--- config.mk ---
export PLATFORM = sky130hd
export DESIGN_NAME = hvd_sqrt_cell
export DESIGN_NICKNAME = d
export VERILOG_FILES = /design/src/rtl/hvd_pkg.sv /design/src/rtl/hvd_sqrt_cell.sv
export SDC_FILE = /design/constraint.sdc
export NUM_CORES = 1
export LEC_CHECK = 0
export ABC_CLOCK_PERIOD_IN_PS = 10000
export BUFFER_PORTS_ARGS = -buffer_cell sky130_fd_sc_hd__clkbuf_2
export CORE_ASPECT_RATIO = 0.6
export CORE_MARGIN = 2
export CORE_UTILIZATION = 58
export DETAILED_ROUTE_END_ITERATION = 10
export GPL_ROUTABILITY_DRIVEN = 1
export PLACE_DENSITY_LB_ADDON = 0.08
export SYNTH_ARGS = -nofsm -noshare
export SYNTH_HDL_FRONTEND = slang
export SYNTH_SLANG_ARGS = --single-unit
--- constraint.sdc ---
create_clock -name clk -period 10 [get_ports clk]
set_input_delay 2 -clock clk [delete_from_list [all_inputs] [get_ports clk]]
set_output_delay 2 -clock clk [all_outputs]
set_load 0.02 [all_outputs]
--- src/rtl/hvd_pkg.sv ---
// Shared constants, types and the arctangent table for the haversine distance pipeline.
package hvd_pkg;

    localparam int FRAC_BITS    = 16;
    localparam int ANG_W        = 33;
    localparam int CORDIC_STEPS = 30;
    localparam int SQRT_STEPS   = 31;
    localparam int SQ_W         = 61;
    localparam int DIST_W       = 23;
    localparam int PIPE_DEPTH   = 100;

    localparam logic [26:0]              DEG2RAD_Q32 = 27'd74947179;
    localparam logic [32:0]              PI_Q30      = 33'd3373259426;
    localparam logic [32:0]              HALF_PI_Q30 = 33'd1686629713;
    localparam logic [32:0]              TWO_PI_Q30  = 33'd6746518852;
    localparam logic signed [ANG_W-1:0]  GAIN_INV    = 33'sd652032874;
    localparam logic [30:0]              Q30_ONE     = 31'h4000_0000;
    localparam logic [13:0]              DIAMETER_KM = 14'd12742;
    localparam logic [DIST_W-1:0]        DIST_MAX    = 23'd5124000;

    typedef logic [4:0] step_t;

    typedef struct packed {
        logic signed [ANG_W-1:0] x;
        logic signed [ANG_W-1:0] y;
        logic signed [ANG_W-1:0] z;
    } cordic_t;

    typedef struct packed {
        logic [SQ_W-1:0] rem;
        logic [SQ_W-1:0] root;
    } sqrt_t;

    function automatic logic [ANG_W-1:0] atan_q30(input step_t i);
        logic [ANG_W-1:0] r;
        case (i)
            5'd0:    r = 33'h03243F6A8;
            5'd1:    r = 33'h01DAC6705;
            5'd2:    r = 33'h00FADBAFC;
            5'd3:    r = 33'h007F56EA6;
            5'd4:    r = 33'h003FEAB76;
            5'd5:    r = 33'h001FFD55B;
            5'd6:    r = 33'h000FFFAAA;
            5'd7:    r = 33'h0007FFF55;
            5'd8:    r = 33'h0003FFFEA;
            5'd9:    r = 33'h0001FFFFD;
            5'd10:   r = 33'h0000FFFFF;
            5'd11:   r = 33'h00007FFFF;
            5'd12:   r = 33'h00003FFFF;
            5'd13:   r = 33'h00001FFFF;
            5'd14:   r = 33'h00000FFFF;
            5'd15:   r = 33'h000007FFF;
            5'd16:   r = 33'h000003FFF;
            5'd17:   r = 33'h000001FFF;
            5'd18:   r = 33'h000000FFF;
            5'd19:   r = 33'h0000007FF;
            5'd20:   r = 33'h0000003FF;
            5'd21:   r = 33'h0000001FF;
            5'd22:   r = 33'h0000000FF;
            5'd23:   r = 33'h00000007F;
            5'd24:   r = 33'h00000003F;
            5'd25:   r = 33'h00000001F;
            5'd26:   r = 33'h00000000F;
            5'd27:   r = 33'h000000007;
            5'd28:   r = 33'h000000003;
            5'd29:   r = 33'h000000001;
            default: r = '0;
        endcase
        return r;
    endfunction

endpackage

--- src/rtl/hvd_sqrt_cell.sv ---
// One registered digit step of the integer square root.
module hvd_sqrt_cell (
    input  logic           clk,
    input  logic           en,
    input  hvd_pkg::step_t step,
    input  hvd_pkg::sqrt_t din,
    output hvd_pkg::sqrt_t dout
);
    import hvd_pkg::*;

    logic [5:0]      sh;
    logic [SQ_W-1:0] bit_val;
    logic [SQ_W:0]   trial;
    sqrt_t           dout_next;
    sqrt_t           dout_reg;

    assign sh      = 6'(2 * (SQRT_STEPS - 1)) - {step, 1'b0};
    assign bit_val = SQ_W'(1) << sh;
    assign trial   = {1'b0, din.root} + {1'b0, bit_val};

    always_comb
    begin
        if ({1'b0, din.rem} >= trial)
        begin
            dout_next.rem  = din.rem - trial[SQ_W-1:0];
            dout_next.root = (din.root >> 1) + bit_val;
        end
        else
        begin
            dout_next.rem  = din.rem;
            dout_next.root = din.root >> 1;
        end
    end

    always_ff @(posedge clk)
    begin
        if (en)
        begin
            dout_reg <= dout_next;
        end
    end

    assign dout = dout_reg;

endmodule

* Yosys cells after proc, flatten, opt, wreduce, memory -nomap -nowiden *
Cells that the tools add are included.

storage, ports and cells
  memory bits (read-only) = 0
  register bits after elaboration = 122
  bits in latches = 0
  memories = 0
  output and inout port bits = 122
  bits in writable memories = 0
  logic and storage cells = 10

operators by class
  shift-type cells = 1
  div/mod/pow operators = 0
  mux-type cells = 1
  add/subtract/negate cells = 4
  bitwise logic cells = 0
  eq/ne operators = 0
  $mul = 0
  reduce and logical (&&, ||, !) cells = 0
  magnitude comparators = 1

operators by type and width
  kind                                                                number
  122-bit two-way mux                                                 1
  61-bit by 61-bit adder with 62-bit output                           1
  61-bit by 62-bit >= comparator with 1-bit output                    1
  60-bit by 61-bit adder with 61-bit output                           1
  1-bit by 6-bit left shift with 61-bit output, first input constant  1
  61-bit subtractor                                                   1
  6-bit subtractor, first input constant                              1

* Logic depth before layout (Yosys ltp) *
  depth in word-level cells = 5
  mapped depth = 32

* Worst setup path before layout *
OpenSTA, ideal clock, no wires.

  path type = input-to-reg
  start = in step[0]
  end = reg dout_reg (netlist bit dout[100]), data pin
  buffers on the path = 5
  path slack = 1.877 ns
  required time = 9.740 ns
  stages on the path = 29
  setup time = 0.260 ns
  arrival = 7.863 ns
  path through = clkbuf_1 > and2_1 > ha_1 > or2_2 > clkbuf_1 > nor2_1 > ha_1 > nand4_1 > o31ai_4 > a21bo_2 > a31oi_1 > o21ai_0 > a211o_1 > a31o_2 > a31oi_1 > xor2_1 > ha_1 > clkbuf_1 > nand4_1 > nor4_1 > nand3_1 > nor4_2 > o31ai_1 > a31oi_2 > a21oi_1 > nor2_1 > buf_6 > buf_6 > mux2_4

RTL lines
  what                    RTL line             source
  start: declaration      hvd_sqrt_cell.sv:5   input hvd_pkg::step_t step,
  end signal: assignment  hvd_sqrt_cell.sv:39  dout_reg <= dout_next;
  end: declaration        hvd_sqrt_cell.sv:15  sqrt_t dout_reg;

==> results.toml <==
[grt]
grt_pass1_wl_mm = 64.9
antenna_found_initial = 1
grt_max_degree = 72
grt.total_usage_pct = 34.5
grt_pass1_vias = 11400
overflow = 0

[sta]
slew_headroom_pct = 34.8
min_period_ns = 9.14
rsz0062_at_grt = "no"
hold_violations = 0
maxSlewViolCount = 0
fin_crit_sh_pct = 91.4
fmax_mhz = 109
worst_pin_slew_ns = 0.978
hold_ws_ns = 1.85
setup_viol = 0
final.setup.tns_ns = 0

[layout]
syn_to_final_growth_pct = 15.1
mostFrequentLayoutCell = "clkbuf_2"
fin_nets = 2015
num_antenna_cells = 0
fin_util_pct = 67.4
drive_above_1_share_pct = 20.9
largest_register_ffs = 122
layout_common_cells = "clkbuf_2, nand2_1, ha_1, edfxtp_1, nor2_1"

[clocking]
cts_root_buffer = "clkbuf_16"
cts_tree = "yes"
cts_setup_buffers = 0
clock_path_buffers = 2
numCtsBuffers = 17
cts_resized = 0
cts.sinks = 122
htree_levels = 4
cts_hold_buf = 0
path_clk_slew_ns = 0.06

[pwr]
comb_power_share_pct = 36.7
total_leakage_power_nw = 6.47
power_switching_uw = 763
p_seq_share_pct = 31.4
swShare_pct = 35.5
internal_power_mw = 1.39
ir_drop_mv = 0.133
clock_power_share_pct = 31.9
power_density_nw_per_um2 = 139

[synthesis]
syn_avg_cell_area_um2 = 8.62
synth_edf_count = 122
yosys.area.top_type_share_pct = 27.4
yosys_warnings = 0
yosysTopAreaCell = "edfxtp_1"
synth_cell_types = 93
synthCells = 1553
synth.area.top_cells = "edfxtp_1, ha_1, xnor2_1"
ys_ff_latch = 122
synth_area_um2 = 13400
yosysSeqAreaShare_pct = 27.4
async_reset_ff_share_pct = 0
syn-num-nets = 1805
ys.flop_type = "edfxtp_1"

[drt]
vias = 13100
postRouteAntennaNets = 0
drcViolationCount = 0
firstDrtPassIters = 6
wl_per_cell_um = 20.5
wl_mm = 42.8
viasPerCell = 6.28
first_iter_violations = 1992

[worst_setup_path]
critical_path_required_ns = 10.18
cp.arrival_ns = 9.32
crit_path_max_fanout = 47
crit_type = "in -> reg"
end_kind = "flip-flop"
worstSetupStartpointType = "input port"

[die]
ios = 251
dieArea_um2 = 24400
dieWidth_um = 200
die_h_um = 122
coreArea_um2 = 22900
rows = 43
start_util_pct = 58.6

[run]
cap_violations = 0

[hold_path]
hp-class = "in -> reg"

[placement]
dp_hpwl_mm = 34.0
gp_congestion = 1.02
io_buffers = 250

[status]
status = "finished, final reports clean"
-- final timing paths --
check | depth (start not counted) | startpoint | slack [ns] | end
worst max-delay path | 28 | step[0] | 0.86 | dout[41]
worst min-delay path | 3 | din[120] | 1.85 | dout[120]
-- metrics by stage --
stage	instance area, um^2	power, mW	setup slack [ns]	std cells
5_1_grt	15400	2.24	0.358	2091
4_1_cts	15400	2.14	1.02	2091
3_5_place_dp	14800	1.45	0.583	2059
2_1_floorplan	13400	1.21	1.88	1553
6_report	15400	2.15	0.861	2091
3_3_place_gp	14800	1.45	0.824	2059
-- power groups by stage --
stage	Combinational (mW)	Sequential, mW	Clock (mW)
final	0.788	0.674	0.686
after floorplan	0.446	0.768	0
after global placement	0.762	0.683	0
after CTS	0.772	0.674	0.693
after global routing	0.848	0.680	0.710
after detailed placement	0.765	0.683	0
-- routing by layer --
metal / GRT usage (%) / vias to the layer above / wire (um)
li1: - / 6227 / -
met1: 57.1 / 5958 / 21300
met2: 42.3 / 894 / 15100
met3: 9.58 / 47 / 6030
met4: 7.09 / 0 / 449
met5: 0 / - / 0
-- layout make-up --
type / instances / area, um^2
clock buffers: 19 / 433
clock inverters: 13 / 200
fillers: 1898 / 7440
inverters: 36 / 135
multi-input cells: 1331 / 9290
flip-flops and latches: 122 / 3660
well taps: 315 / 394
repair buffers: 255 / 1300
-- cell families after synthesis --
| kind of cell | after synthesis | synth area share, % |
|---|---|---|
| AOI/OAI and AO/OA | 464 | 23.0 |
| and+or+nand+nor | 518 | 18.4 |
| buffers and inverters | 100 | 3.33 |
| adders and majority gates | 127 | 11.8 |
| muxes | 52 | 4.90 |
| DFF | 122 | 27.4 |
| xor gates and xnor gates | 170 | 11.1 |
-- Yosys cell counts, drive strengths merged (5+ instances only) --
cell	n
nand2	195
edfxtp	122
ha	122
nor2	120
o21ai	109
a21oi	101
xnor2	96
xor2	74
a31oi	66
mux2	49
clkbuf	40
a21o	37
inv	36
nand4	36
nand3	28
nor3	26
o21bai	25
buf	24
nor2b	24
o31ai	22
and3	20
nand2b	17
and2	15
a211oi	12
a31o	11
o21a	10
nor4	8
a21boi	7
o211ai	7
o41ai	7
a221oi	5
a41oi	5
or3	5
-- worst max-delay path, stage by stage --
cell       delay, ns
clkbuf_2        0.17
and2_1          0.23
ha_1            0.38
or2_2           0.39
nor2_1          0.21
ha_1            0.25
nand2_1         0.13
nor4_4          0.30
o21ai_2         0.15
a2111oi_4       0.48
o21bai_1        0.14
a21boi_2        0.20
maj3_1          0.24
nand2b_1        0.07
a21boi_1        0.17
xnor2_1         0.16
ha_1            0.33
o21ai_0         0.27
a21oi_1         0.10
a221oi_1        0.50
o21ai_0         0.18
o31ai_1         0.44
a31oi_2         0.18
a21oi_1         0.30
or2_2           0.71
buf_12          0.32
nor2_1          0.09
xor2_1          0.17
Note: power is estimated with default switching activity, not from simulation.
