## src/rtl/hvd_pkg.sv

```systemverilog
// Shared constants, types and the arctangent table for the haversine distance pipeline.
package hvd_pkg;

    localparam int FRAC_BITS    = 16;
    localparam int ANG_W        = 33;
    localparam int CORDIC_STEPS = 30;
    localparam int SQRT_STEPS   = 31;
    localparam int SQ_W         = 61;
    localparam int DIST_W       = 23;
    localparam int PIPE_DEPTH   = 100;

    localparam logic [26:0]              DEG2RAD_Q32 = 27'd74947179;
    localparam logic [32:0]              PI_Q30      = 33'd3373259426;
    localparam logic [32:0]              HALF_PI_Q30 = 33'd1686629713;
    localparam logic [32:0]              TWO_PI_Q30  = 33'd6746518852;
    localparam logic signed [ANG_W-1:0]  GAIN_INV    = 33'sd652032874;
    localparam logic [30:0]              Q30_ONE     = 31'h4000_0000;
    localparam logic [13:0]              DIAMETER_KM = 14'd12742;
    localparam logic [DIST_W-1:0]        DIST_MAX    = 23'd5124000;

    typedef logic [4:0] step_t;

    typedef struct packed {
        logic signed [ANG_W-1:0] x;
        logic signed [ANG_W-1:0] y;
        logic signed [ANG_W-1:0] z;
    } cordic_t;

    typedef struct packed {
        logic [SQ_W-1:0] rem;
        logic [SQ_W-1:0] root;
    } sqrt_t;

    function automatic logic [ANG_W-1:0] atan_q30(input step_t i);
        logic [ANG_W-1:0] r;
        case (i)
            5'd0:    r = 33'h03243F6A8;
            5'd1:    r = 33'h01DAC6705;
            5'd2:    r = 33'h00FADBAFC;
            5'd3:    r = 33'h007F56EA6;
            5'd4:    r = 33'h003FEAB76;
            5'd5:    r = 33'h001FFD55B;
            5'd6:    r = 33'h000FFFAAA;
            5'd7:    r = 33'h0007FFF55;
            5'd8:    r = 33'h0003FFFEA;
            5'd9:    r = 33'h0001FFFFD;
            5'd10:   r = 33'h0000FFFFF;
            5'd11:   r = 33'h00007FFFF;
            5'd12:   r = 33'h00003FFFF;
            5'd13:   r = 33'h00001FFFF;
            5'd14:   r = 33'h00000FFFF;
            5'd15:   r = 33'h000007FFF;
            5'd16:   r = 33'h000003FFF;
            5'd17:   r = 33'h000001FFF;
            5'd18:   r = 33'h000000FFF;
            5'd19:   r = 33'h0000007FF;
            5'd20:   r = 33'h0000003FF;
            5'd21:   r = 33'h0000001FF;
            5'd22:   r = 33'h0000000FF;
            5'd23:   r = 33'h00000007F;
            5'd24:   r = 33'h00000003F;
            5'd25:   r = 33'h00000001F;
            5'd26:   r = 33'h00000000F;
            5'd27:   r = 33'h000000007;
            5'd28:   r = 33'h000000003;
            5'd29:   r = 33'h000000001;
            default: r = '0;
        endcase
        return r;
    endfunction

endpackage

```

## src/rtl/hvd_cordic_cell.sv

```systemverilog
// One registered CORDIC micro-rotation cell, usable in rotation or vectoring mode.
module hvd_cordic_cell (
    input  logic            clk,
    input  logic            en,
    input  logic            vectoring,
    input  hvd_pkg::step_t  step,
    input  hvd_pkg::cordic_t din,
    output hvd_pkg::cordic_t dout
);
    import hvd_pkg::*;

    logic signed [ANG_W-1:0] dx;
    logic signed [ANG_W-1:0] dy;
    logic signed [ANG_W-1:0] da;
    logic                    sub;
    cordic_t                 dout_next;
    cordic_t                 dout_reg;

    assign dx  = $signed(din.y) >>> step;
    assign dy  = $signed(din.x) >>> step;
    assign da  = $signed(atan_q30(step));
    assign sub = vectoring ? din.y[ANG_W-1] : !din.z[ANG_W-1];

    always_comb
    begin
        if (sub)
        begin
            dout_next.x = din.x - dx;
            dout_next.y = din.y + dy;
            dout_next.z = din.z - da;
        end
        else
        begin
            dout_next.x = din.x + dx;
            dout_next.y = din.y - dy;
            dout_next.z = din.z + da;
        end
    end

    always_ff @(posedge clk)
    begin
        if (en)
        begin
            dout_reg <= dout_next;
        end
    end

    assign dout = dout_reg;

endmodule

```

## config.mk

```make
export PLATFORM = sky130hd
export DESIGN_NAME = hvd_cordic_cell
export DESIGN_NICKNAME = d
export VERILOG_FILES = /design/src/rtl/hvd_pkg.sv /design/src/rtl/hvd_cordic_cell.sv
export SDC_FILE = /design/constraint.sdc
export NUM_CORES = 1
export LEC_CHECK = 0
export BUFFER_PORTS_ARGS = -buffer_cell sky130_fd_sc_hd__buf_4
export CAP_MARGIN = 20
export CELL_PAD_IN_SITES_DETAIL_PLACEMENT = 0
export CELL_PAD_IN_SITES_GLOBAL_PLACEMENT = 1
export CORE_ASPECT_RATIO = 1.4
export CORE_UTILIZATION = 41
export CTS_BUF_LIST = sky130_fd_sc_hd__clkbuf_4 sky130_fd_sc_hd__clkbuf_8 sky130_fd_sc_hd__clkbuf_16
export DETAILED_ROUTE_END_ITERATION = 16
export PLACE_DENSITY_LB_ADDON = 0.1
export SETUP_SLACK_MARGIN = 0.2
export SYNTH_ARGS = -nofsm -noshare
export SYNTH_HDL_FRONTEND = slang
export SYNTH_SLANG_ARGS = --single-unit
```

## constraint.sdc

```tcl
create_clock -name clk -period 6.2 [get_ports clk]
set_input_delay 0.31 -clock clk [delete_from_list [all_inputs] [get_ports clk]]
set_output_delay 0.31 -clock clk [all_outputs]
set_load 0.005 [all_outputs]
```

---- After elaboration in Yosys (flattened, before gate mapping) ----
Memory sizes are Yosys's and may differ from the RTL's.
Index checks and enable logic that the tools add are counted.
operators by class
  add/subtract/negate cells ............... 6
  multiplexer cells ....................... 2
  reduce and logical (&&, ||, !) cells .... 1
  shift-type cells ........................ 2
operators with widths
  kind             count
  $add 33x33->33   3
  $mux 99          1
  $sub 33x33->33   3
  $sshr 33x5->33   2
  $logic_not 1->1  1
  $mux 1           1
word-level totals
  output and inout port bits .............. 99
  bits in registers ....................... 99
  word-level logic and storage cells ...... 15
  input bits .............................. 107
  bits in read-only memories .............. 960
  memories kept ........................... 1
memory list
  name             words  width  rd ports  clocked after memory_dff  wr ports  line           RTL
  (no name shown)  32     30     1         0                         0         hvd_pkg.sv:36  case (i)

---- Logic depth before layout (Yosys ltp) ----
  depth after elaboration ................. 3
  gate-level depth with buffers ........... 29
  gate-level depth less buffers ........... 24

---- Worst setup path after synthesis ----
No wires, ideal clock.
  kind .................................... input to register
  start point ............................. input step[4]
  end point ............................... register dout_reg (netlist bit dout[98]) (data pin)
  arrival time ............................ 5.771 ns
  required time ........................... 5.940 ns
  cell stages on the path ................. 25
  buffers on the path ..................... 7
  library setup time ...................... 0.260 ns
  setup slack ............................. 0.169 ns
  cell sequence ........................... clkbuf_1 > clkbuf_1 > buf_1 > clkbuf_1 > buf_1 > clkbuf_1 > clkbuf_1 > nand2_1 > o21a_1 > ha_1 > nand2_1 > nor2_4 > a21oi_1 > xnor2_1 > ha_1 > a211o_1 > a21oi_1 > o21ai_0 > a221oi_1 > o211ai_1 > o311ai_0 > a21oi_1 > or4_1 > o21ai_0 > xnor2_1
RTL lines
  item                  line                   RTL
  from (decl)           hvd_cordic_cell.sv:6   input hvd_pkg::step_t step,
  to (signal assigned)  hvd_cordic_cell.sv:44  dout_reg <= dout_next;
  to (decl)             hvd_cordic_cell.sv:17  cordic_t dout_reg;

==> impl_metrics.env <==
export IMPL_syn2layout_area_growth_pct=25.1
export IMPL_crit_path_end_kind="flop"
export IMPL_wl_per_cell_um=24.5
export IMPL_grtUsageTotal=0.328
export IMPL_grt_pass1_vias=15004
export IMPL_fillCellCount=3418
export IMPL_synth_nets=1865
export IMPL_overflow=0
export IMPL_start_util=0.417
export IMPL_io_buffer_count=205
export IMPL_p_leak_nw=7.79
export IMPL_peakVddDrop_v=0.000170
export IMPL_synth_cell_type_count=91
export IMPL_synth_top_area_frac=0.203
export IMPL_post_route_min_period_ns=5.71
export IMPL_setup_tns_ns=0
export IMPL_drtAntennaViolNets=0
export IMPL_synth_seq_cells=99
export IMPL_fin_area_um2=18300
export IMPL_grt_max_degree=54
export IMPL_cts_max_level=3
export IMPL_worstSetupPathType="input port to flop"
export IMPL_finalMaxSlewViolations=0
export IMPL_hold_path_cell_count=2
export IMPL_clk_pin_slew_ns=0.08
export IMPL_final_common_cell="buf_4"
export IMPL_cts_resized=0
export IMPL_power_density_nw_per_um2=232
export IMPL_finalWeightedCongestion=1.06
export IMPL_row_count=81
export IMPL_crit_path_top_delay_cell="mux4_2"
export IMPL_post_place_ws_ns=-0.0620
export IMPL_power_frac_comb=0.608
export IMPL_dpl_hpwl_um=48900
export IMPL_maxCapViolations=0
export IMPL_post_cts_setup_buffer_count=0
export IMPL_crit_arrival_ns=5.86
export IMPL_cts_tree="yes"
export IMPL_holdCritPathClass="input port to flop"
export IMPL_min_from="din[33]"
export IMPL_cp_common_cell="o21ai_0"
export IMPL_setup_viol=0
export IMPL_yosysSeqAreaShare=0.203
export IMPL_hold_viol=0
export IMPL_synth_edf_count=99
export IMPL_dieArea_um2=36500
export IMPL_power_clock_fraction=0.138
export IMPL_largest_register_ffs=99
export IMPL_min_delay_worst_endpoint="dout[33]$_DFFE_PP_"
export IMPL_p_int_mw=2.55
export IMPL_crit_chain="buf_8 -> buf_12 -> mux4_2 -> mux2_2 -> mux2_2 -> a221oi_2 -> buf_4 -> nand3b_2 -> or3_1 -> o21ai_0 -> xor2_1 -> ha_1 -> a21oi_1 -> o21ai_0 -> a41oi_1 -> o21ai_0 -> o41ai_2 -> o21ai_0 -> or2_2 -> a2111oi_0 -> buf_4 -> xnor2_1"
export IMPL_wirelength_um=60000
export IMPL_hold_buffers=0
export IMPL_rsz0062_at_grt="false"
export IMPL_final_nets=2204
export IMPL_drt_first_pass_iters=5
export IMPL_root_buffer="clkbuf_16"
export IMPL_synth_flop_cell="edfxtp_1"
export IMPL_antenna_found_initial=1
export IMPL_slowest_delay_ns=0.51
export IMPL_yosysWarnings=0
export IMPL_vias_per_cell=6.19
export IMPL_via_count=15151
export IMPL_io_pins=206
export IMPL_switchingPower_mw=1.70
export IMPL_first_iter_violations=1361
export IMPL_yosys_area_top_type="edfxtp_1"
export IMPL_grt_pass1_wl_um=89300
export IMPL_fin_crit_sh=0.922
export IMPL_worstPathRequired_ns=6.34
export IMPL_relSlewSlack=0.392
export IMPL_netlist_instances=1647
export IMPL_timing_final_ws_setup_ns=0.485
export IMPL_worstMarginPinSlew_ns=0.912
export IMPL_mappedNetlistArea_um2=14600
export IMPL_path_buf_inv=4
export IMPL_core_area_um2=35100
export IMPL_drive_gt1_frac=0.284
export IMPL_status="complete, no violations"
export IMPL_diodes=0
export IMPL_avgSynthCellArea_um2=8.88
export IMPL_die_height_um=226
export IMPL_dpl_cell_area_um2=18000
export IMPL_startpoint_type="input port"
export IMPL_numCtsBuffers=9
export IMPL_pwr_share_seq=0.254
export IMPL_cp_top_family="compound AO/OA/AOI/OAI gates"
export IMPL_mostFrequentLayoutCells="buf_4, nor2_1, a21oi_1, nand2_1, ha_1"
export IMPL_path_max_fanout=26
export IMPL_total_power_mw=4.25
export IMPL_swShare=0.400
export IMPL_clock_fmax_ghz=0.175
export IMPL_drc=0
export IMPL_clock_path_buffers=2
export IMPL_fp_dieW_um=162
export IMPL_cts_sinks=99
export IMPL_synth_top_cells_by_area="edfxtp_1, mux4_2, ha_1, xnor2_1, a21oi_1"
export IMPL_async_reset_ff_frac=0
==> Yosys cell counts (6+ instances only) <==
master / instances
o21ai_0: 86
and3_1: 14
o21bai_1: 15
and4_1: 6
nand2_1: 124
o31a_1: 8
nor2_1: 149
or2_2: 7
o31ai_1: 8
a22oi_1: 9
xnor2_1: 103
edfxtp_1: 99
a221oi_1: 14
and2_1: 19
nand4_1: 10
or3_1: 10
nand2b_1: 19
a211oi_1: 15
buf_1: 16
o21a_1: 29
o211ai_1: 17
o41ai_1: 6
mux4_2: 67
nor2b_1: 20
mux2i_1: 61
mux2_2: 31
a211o_1: 8
a21o_1: 36
a221o_1: 7
ha_1: 108
inv_1: 41
nand3_1: 31
a31oi_1: 22
nor3_1: 32
a21oi_1: 132
xor2_1: 69
o22ai_1: 15
clkbuf_1: 41
buf_6: 7
a21boi_0: 7
buf_2: 23
o22a_1: 6
o211a_1: 8
==> stage by stage <==
stage           util  hold WS, ns  cells
6_report       0.522        0.263   2447
5_1_grt        0.522        0.259   2447
4_1_cts        0.521        0.252   2447
3_5_place_dp   0.513        0.664   2431
3_3_place_gp   0.513        0.663   2431
2_1_floorplan      -        0.422   1647
==> final cells by class <==
type | instances | area (um^2) | area share
Multi-Input combinational cell | 1413 | 11100 | 0.605
Sequential cell | 99 | 2970 | 0.162
Clock inverter | 6 | 48.8 | 0.00267
Timing Repair Buffer | 420 | 3240 | 0.177
Clock buffer | 10 | 233 | 0.0127
Inverter | 43 | 161 | 0.00882
Tap cell | 456 | 571 | 0.0312
==> per-layer routing <==
layer  vias to the layer above  routed length [um]  global-route usage
met1                      7313               22600               0.367
met3                       177                3360              0.0436
met4                         2                3570               0.184
met5                         -                  14                   0
li1                       6941                   -                   -
met2                       718               30500               0.596
==> kinds of logic after synthesis <==
logic type      Yosys count  synth area share
flops                    99             0.203
mux                     164             0.173
xor+xnor                172             0.103
fa+ha+maj               111            0.0965
buf+inv                 135            0.0423
compound gates          494             0.225
simple gates            472             0.157
==> worst max path at each step <==
stage                     startpoint                 end  slack (ns)  cells past startpoint
after global routing         step[0]  dout[64]$_DFFE_PP_        0.16                     24
final                        step[0]  dout[64]$_DFFE_PP_        0.49                     22
after global placement       step[0]  dout[64]$_DFFE_PP_       -0.06                     22
after detailed placement     step[0]  dout[64]$_DFFE_PP_       -0.06                     22
after floorplan              step[4]  dout[64]$_DFFE_PP_        0.22                     24
after CTS                    step[0]  dout[64]$_DFFE_PP_        0.33                     23
==> power groups by stage <==
stage | combinational [mW] | sequential (mW) | clock [mW]
after CTS | 2.56 | 1.09 | 0.607
final | 2.58 | 1.08 | 0.586
after global routing | 2.79 | 1.10 | 0.624
after detailed placement | 2.55 | 1.10 | 0
after global placement | 2.53 | 1.09 | 0
after floorplan | 1.44 | 1.12 | 0
Power figures use the tool's default switching activity.
